<file path="config.mk">
export PLATFORM = sky130hd
export DESIGN_NAME = tick_timestamp_to_unix_time
export DESIGN_NICKNAME = d
export VERILOG_FILES = /design/src/rtl/ttu_pkg.sv /design/src/rtl/ttu_cfg.sv /design/src/rtl/ttu_usec.sv /design/src/rtl/ttu_secs.sv /design/src/rtl/tick_timestamp_to_unix_time.sv
export SDC_FILE = /design/constraint.sdc
export NUM_CORES = 1
export LEC_CHECK = 0
export BUFFER_PORTS_ARGS = -buffer_cell sky130_fd_sc_hd__buf_2
export CAP_MARGIN = 0
export CORE_MARGIN = 4
export CORE_UTILIZATION = 25
export DETAILED_ROUTE_END_ITERATION = 8
export PLACE_DENSITY = 0.45
export RECOVER_POWER = 100
export SLEW_MARGIN = 20
export SYNTH_ARGS = -nofsm -noshare
export SYNTH_HDL_FRONTEND = slang
export SYNTH_HIERARCHICAL = 1
export SYNTH_SLANG_ARGS = --single-unit
</file>
<file path="constraint.sdc">
create_clock -name clk_i -period 15.8 [get_ports clk_i]
set_clock_uncertainty 0.1 [all_clocks]
set_input_delay 3.16 -clock clk_i [delete_from_list [all_inputs] [get_ports clk_i]]
set_output_delay 3.16 -clock clk_i [all_outputs]
set_load 0.01 [all_outputs]
</file>
<file path="src/rtl/ttu_pkg.sv">
// ----------------------------------------------------------------------------
// ttu_pkg
// Shared types and constants of the tick stamp to Unix time converter.
// ----------------------------------------------------------------------------
`timescale 1ns / 1ps

package ttu_pkg;

  localparam int unsigned TickHz    = 32768;
  localparam int unsigned FracBits  = $clog2(TickHz);
  localparam int unsigned GcdShift  = 6;
  localparam int unsigned UsecPerS  = 1000000;
  localparam int unsigned UsecMul   = UsecPerS >> GcdShift;
  localparam int unsigned UsecShift = $clog2(TickHz >> GcdShift);
  localparam int unsigned ProdBits  = FracBits + $clog2(UsecMul);

  localparam int unsigned SecW  = 32;
  localparam int unsigned UsecW = 20;
  localparam int unsigned CfgW  = 32;
  localparam int unsigned CfgIdxW = 2;

  localparam logic [UsecW-1:0] UsecPerSec = UsecW'(UsecPerS);
  localparam logic [UsecW-1:0] UsecMax    = UsecW'(UsecPerS - 1);
  localparam logic [SecW-1:0]  LowSecMask = SecW'(32'hF);
  localparam logic [SecW-1:0]  WrapBit    = SecW'(32'h10);

  typedef enum logic [CfgIdxW-1:0] {
    CFG_START_SEC  = 2'd0,
    CFG_START_USEC = 2'd1,
    CFG_EPOCH_SEC  = 2'd2,
    CFG_EPOCH_USEC = 2'd3
  } cfg_idx_e;

  typedef struct packed {
    logic [SecW-1:0]  start_sec;
    logic [UsecW-1:0] start_usec;
    logic [SecW-1:0]  epoch_sec;
    logic [UsecW-1:0] epoch_usec;
  } cfg_t;

  typedef struct packed {
    logic borrow;
    logic carry;
  } usec_adj_t;

endpackage

</file>
<file path="src/rtl/ttu_cfg.sv">
// ----------------------------------------------------------------------------
// ttu_cfg
// Configuration registers with saturation of the microsecond fields.
// ----------------------------------------------------------------------------
`timescale 1ns / 1ps

module ttu_cfg (
  input  logic                         clk_i,
  input  logic                         rst_ni,
  input  logic                         cfg_we_i,
  input  logic [ttu_pkg::CfgIdxW-1:0]  cfg_idx_i,
  input  logic [ttu_pkg::CfgW-1:0]     cfg_data_i,
  output ttu_pkg::cfg_t                cfg_o
);
  import ttu_pkg::*;

  cfg_t             cfg_q;
  logic [UsecW-1:0] usec_clamped;

  assign usec_clamped = (cfg_data_i[UsecW-1:0] > UsecMax) ? UsecMax : cfg_data_i[UsecW-1:0];

  always_ff @(posedge clk_i or negedge rst_ni) begin
    if (!rst_ni) begin
      cfg_q <= '0;
    end else if (cfg_we_i) begin
      unique case (cfg_idx_e'(cfg_idx_i))
        CFG_START_SEC:  cfg_q.start_sec  <= cfg_data_i[SecW-1:0];
        CFG_START_USEC: cfg_q.start_usec <= usec_clamped;
        CFG_EPOCH_SEC:  cfg_q.epoch_sec  <= cfg_data_i[SecW-1:0];
        CFG_EPOCH_USEC: cfg_q.epoch_usec <= usec_clamped;
        default: ;
      endcase
    end
  end

  assign cfg_o = cfg_q;

endmodule

</file>
<file path="src/rtl/ttu_usec.sv">
// ----------------------------------------------------------------------------
// ttu_usec
// Tick fraction to microseconds, start offset with borrow, epoch with carry.
// ----------------------------------------------------------------------------
`timescale 1ns / 1ps

module ttu_usec (
  input  logic [ttu_pkg::FracBits-1:0] frac_i,
  input  logic [ttu_pkg::UsecW-1:0]    start_usec_i,
  input  logic [ttu_pkg::UsecW-1:0]    epoch_usec_i,
  output logic [ttu_pkg::UsecW-1:0]    usec_o,
  output ttu_pkg::usec_adj_t           adj_o
);
  import ttu_pkg::*;

  logic [ProdBits-1:0] prod;
  logic [UsecW-1:0]    usec_raw;
  logic [UsecW:0]      diff;
  logic [UsecW-1:0]    usec_rel;
  logic [UsecW:0]      sum;

  assign prod     = ProdBits'(frac_i) * ProdBits'(UsecMul);
  assign usec_raw = UsecW'(prod >> UsecShift);

  assign diff        = {1'b0, usec_raw} - {1'b0, start_usec_i};
  assign adj_o.borrow = diff[UsecW];
  assign usec_rel    = adj_o.borrow ? (diff[UsecW-1:0] + UsecPerSec) : diff[UsecW-1:0];

  assign sum         = {1'b0, usec_rel} + {1'b0, epoch_usec_i};
  assign adj_o.carry = (sum >= {1'b0, UsecPerSec});
  assign usec_o      = adj_o.carry ? UsecW'(sum - {1'b0, UsecPerSec}) : sum[UsecW-1:0];

endmodule

</file>
<file path="src/rtl/ttu_secs.sv">
// ----------------------------------------------------------------------------
// ttu_secs
// Merges coarse and tick seconds, applies start/epoch offsets and carry/borrow.
// ----------------------------------------------------------------------------
`timescale 1ns / 1ps

module ttu_secs (
  input  logic [31:0]                tick_i,
  input  logic [ttu_pkg::SecW-1:0]   coarse_i,
  input  logic [ttu_pkg::SecW-1:0]   start_sec_i,
  input  logic [ttu_pkg::SecW-1:0]   epoch_sec_i,
  input  ttu_pkg::usec_adj_t         adj_i,
  output logic [ttu_pkg::SecW-1:0]   secs_o
);
  import ttu_pkg::*;

  logic [SecW-1:0] tick_secs;
  logic [SecW-1:0] merged;
  logic [SecW-1:0] wrap;
  logic [SecW-1:0] adj;

  assign tick_secs = SecW'(tick_i >> FracBits);
  assign merged    = (coarse_i & ~LowSecMask) | (tick_secs & LowSecMask);
  assign wrap      = (coarse_i & WrapBit) ^ (tick_secs & WrapBit);

  // carry minus borrow, as -1, 0 or +1
  always_comb begin
    case ({adj_i.carry, adj_i.borrow})
      2'b10:   adj = SecW'(1);
      2'b01:   adj = '1;
      default: adj = '0;
    endcase
  end

  assign secs_o = merged - wrap - start_sec_i + epoch_sec_i + adj;

endmodule

</file>
<file path="src/rtl/tick_timestamp_to_unix_time.sv">
// ----------------------------------------------------------------------------
// tick_timestamp_to_unix_time
// Converts 32768 Hz tick stamps with a coarse seconds count into Unix time.
// ----------------------------------------------------------------------------
// One request per cycle is taken unless the sink stalls: a request register
// feeds the microsecond multiply and the seconds add chain, and a result
// register holds the answer until it is taken. The user must write the four
// configuration registers through the plain write port only while no request
// is in flight (not enforced); microsecond values above 999999 are saturated.
`timescale 1ns / 1ps

module tick_timestamp_to_unix_time (
  input  logic                        clk_i,
  input  logic                        rst_ni,
  input  logic                        cfg_we_i,
  input  logic [ttu_pkg::CfgIdxW-1:0] cfg_idx_i,
  input  logic [ttu_pkg::CfgW-1:0]    cfg_data_i,
  input  logic                        s_axis_tvalid,
  output logic                        s_axis_tready,
  input  logic [63:0]                 s_axis_tdata,  // tick_stamp, coarse_seconds
  output logic                        m_axis_tvalid,
  input  logic                        m_axis_tready,
  output logic [55:0]                 m_axis_tdata   // unix_seconds, unix_microseconds
);
  import ttu_pkg::*;

  cfg_t             cfg;
  logic             in_vld_q;
  logic [31:0]      tick_q;
  logic [SecW-1:0]  coarse_q;
  logic             out_vld_q;
  logic [SecW-1:0]  secs_q;
  logic [UsecW-1:0] usec_q;
  logic             adv;
  logic [SecW-1:0]  secs_d;
  logic [UsecW-1:0] usec_d;
  usec_adj_t        adj;

  ttu_cfg u_cfg (
    .clk_i      (clk_i),
    .rst_ni     (rst_ni),
    .cfg_we_i   (cfg_we_i),
    .cfg_idx_i  (cfg_idx_i),
    .cfg_data_i (cfg_data_i),
    .cfg_o      (cfg)
  );

  assign adv           = !out_vld_q || m_axis_tready;
  assign s_axis_tready = !in_vld_q || adv;

  always_ff @(posedge clk_i or negedge rst_ni) begin
    if (!rst_ni) begin
      in_vld_q <= 1'b0;
    end else if (s_axis_tready) begin
      in_vld_q <= s_axis_tvalid;
    end
  end

  always_ff @(posedge clk_i) begin
    if (s_axis_tready && s_axis_tvalid) begin
      tick_q   <= s_axis_tdata[31:0];
      coarse_q <= s_axis_tdata[63:32];
    end
  end

  ttu_usec u_usec (
    .frac_i       (tick_q[FracBits-1:0]),
    .start_usec_i (cfg.start_usec),
    .epoch_usec_i (cfg.epoch_usec),
    .usec_o       (usec_d),
    .adj_o        (adj)
  );

  ttu_secs u_secs (
    .tick_i      (tick_q),
    .coarse_i    (coarse_q),
    .start_sec_i (cfg.start_sec),
    .epoch_sec_i (cfg.epoch_sec),
    .adj_i       (adj),
    .secs_o      (secs_d)
  );

  always_ff @(posedge clk_i or negedge rst_ni) begin
    if (!rst_ni) begin
      out_vld_q <= 1'b0;
    end else if (adv) begin
      out_vld_q <= in_vld_q;
    end
  end

  always_ff @(posedge clk_i) begin
    if (adv && in_vld_q) begin
      secs_q <= secs_d;
      usec_q <= usec_d;
    end
  end

  assign m_axis_tvalid = out_vld_q;
  assign m_axis_tdata  = {4'd0, usec_q, secs_q};

`ifndef SYNTHESIS
  a_usec_range: assert property (@(posedge clk_i) disable iff (!rst_ni)
    out_vld_q |-> (usec_q < UsecPerSec))
    else $error("microseconds out of range");

  a_advance: assert property (@(posedge clk_i) disable iff (!rst_ni)
    (in_vld_q && adv) |=> out_vld_q)
    else $error("request lost between stages");

  a_hold: assert property (@(posedge clk_i) disable iff (!rst_ni)
    (out_vld_q && !m_axis_tready) |=> (out_vld_q && $stable(secs_q) && $stable(usec_q)))
    else $error("stalled result changed");
`endif

endmodule
</file>
==> results.yml <==
run_status:
  status: "complete, but fails checks"
  violations: "capacitance limit, slew limit"
global_routing:
  grt_max_degree: 64
  grt.total_usage_pct: 11.4
  grt_pass1_wl_mm: 67.9
  antenna_found_initial: 7
  grt_pass1_vias: 12300
  overflow: 0
clocking:
  post_cts_buffers: 0
  ctsHoldBuffers: 0
  ctsHtreeMaxLevel: 1
  insertion_delay_ns: 0.56
  clk_pin_slew_worst_paths_ns: 0.06
  cts-root-buf: "clkbuf_16"
  cts_buffers: 26
  clock_sinks: 206
  ctsResizeCount: 0
  tritoncts: "yes"
  clockBufferDepth: 3
die:
  fp.coreArea_sq_mm: 0.0687
  die_x_um: 271
  start_util_pct: 25.2
  dieHeight_um: 271
  fp-row-count: 96
  pin_count: 161
  die_area_sq_mm: 0.0736
setup_path:
  reg2reg_depth: 56
  slowest_delay_ns: 0.58
  required_ns: 15.99
  endpoint: "secs_q[31]"
  cpMaxStageDelayCell: "fa_1"
  crit_path_frequent_cell: "inv_1"
  reg2reg_from: "tick_q[1]"
  path_max_fanout: 17
  r2r_slack_ns: 1.07
  cp-start-kind: "register"
  worstReg2RegEnd: "secs_q[31]"
  worst_ep_arrival_time_ns: 14.92
  startpoint: "tick_q[1]"
  cp-end-kind: "register"
  worst-setup-path-type: "register to register"
routing:
  route.vias.total: 11900
  dr.pass1.iters: 5
  drc: 0
  vias_per_cell: 4.30
  initialDrtViolationCount: 430
  postRouteAntennaNets: 0
  wl_mm: 42.1
  wl_per_cell_um: 15.2
sta:
  max_slew_margin_pct: -146
  finalSetupTns_ns: 0
  fin_crit_sh_pct: 93.2
  finalHoldViolCount: 0
  slew_violations: 292
  worstMarginPinSlew_ns: 3.70
  rsz0062_at_grt: "false"
  fmax_ghz: 0.0679
  setup_violations: 0
  period_needed_ns: 14.73
synthesis:
  netlist_instances: 1668
  synth_area_sq_mm: 0.0173
  ys_warn_count: 6
  syn_area_per_cell_sq_um: 10.4
layout:
  nNetsFinal: 2234
  area_growth_pct: 13.7
  drive_gt1_share_pct: 12.8
  fillers: 7334
placement:
  place_congestion: 0.814
  io_buffers: 140
  dpl.hpwl_mm: 33.7
job:
  maxCapViolCount: 7
min_path:
  hold_class: "register to register"
[metal layers]
| layer | wire length (um) | track usage [%] | part of all wire (%) |
|---|---|---|---|
| met4 | 1080 | 2.81 | 2.6 |
| met2 | 18900 | 18.6 | 45 |
| met1 | 20000 | 15.7 | 48 |
| met5 | 51 | 0 | 0.12 |
| met3 | 2040 | 2.16 | 4.8 |
[registers in the layout (all words and copies together), names as in the netlist]
| signal | count |
|---|---|
| u_cfg/cfg_o | 104 |
| secs_q | 32 |
| tick_q | 20 |
| in_vld_q | 1 |
| coarse_q | 28 |
| usec_q | 20 |
| m_axis_tvalid | 1 |
[final cells by class]
type | count | area, sq um | area share, %
clock inverters | 12 | 121 | 0.616
clock buffers | 36 | 698 | 3.54
diodes | 3 | 7.51 | 0.0381
well taps | 931 | 1160 | 5.91
repair buffers | 148 | 661 | 3.35
flip-flops and latches | 206 | 5660 | 28.7
multi-input cells | 1139 | 10300 | 52.3
inverters | 291 | 1090 | 5.56
[metrics by stage]
stage | area, sq um | std cells | util (%) | setup slack, ns | hold WS, ns
4_1_cts | 19900 | 2763 | 28.9 | 0.992 | 0.383
3_5_place_dp | 19100 | 2715 | 27.7 | 0.994 | 0.369
6_report | 19700 | 2766 | 28.7 | 1.07 | 0.384
3_3_place_gp | 19100 | 2715 | 27.7 | 1.18 | 0.364
2_1_floorplan | 17300 | 1671 | - | 2.56 | 0.346
5_1_grt | 19700 | 2763 | 28.7 | 0.0237 | 0.406
[worst max-delay path, delay by kind of cell, from the launching register on]
| kind | cells | cell delay [ns] |
|---|---|---|
| adder cells (fa/ha/maj) | 14 | 5.75 |
| AO/OA/AOI/OAI | 18 | 4.13 |
| AND/OR/NAND/NOR | 10 | 1.69 |
| buffers and inverters | 10 | 1.47 |
| XOR/XNOR | 4 | 0.76 |
| flip-flops | 1 | 0.54 |
[worst min-delay path by stage]
stage	slack, ns	cells after the start	to	start
after detailed placement	0.37	2	u_cfg/cfg_o[69]	u_cfg/cfg_o[69]
after floorplan	0.35	2	u_cfg/cfg_o[68]	u_cfg/cfg_o[68]
after CTS	0.38	2	u_cfg/cfg_o[69]	u_cfg/cfg_o[69]
after global placement	0.36	2	u_cfg/cfg_o[68]	u_cfg/cfg_o[68]
after global routing	0.41	2	u_cfg/cfg_o[16]	u_cfg/cfg_o[16]
final	0.38	2	u_cfg/cfg_o[69]	u_cfg/cfg_o[69]
[layout by cell type, fill, tap and decap left out, types with 6 or more instances in the layout]
master / count
buf_2: 72
edfxtp_1: 100
o21a_1: 18
nor2b_1: 12
clkbuf_16: 26
fa_1: 114
a21o_1: 23
dfrtp_1: 106
or2_2: 8
o211ai_1: 6
nor2_1: 87
and3_1: 15
ha_1: 205
nand2_1: 121
a211oi_1: 13
clkbuf_1: 81
inv_1: 290
nand3_1: 19
and2_1: 9
a21oi_1: 79
xor2_1: 25
o21ai_1: 9
o21ai_0: 49
mux2_2: 64
clkinv_2: 6
a21oi_2: 7
nand3b_1: 6
nand4_1: 10
nor3_1: 20
a31oi_1: 16
o21bai_1: 6
nand2b_1: 9
xnor2_1: 72
Power is not shown: default switching activity piles up to over one toggle a cycle in this logic, so the estimate is an artifact.
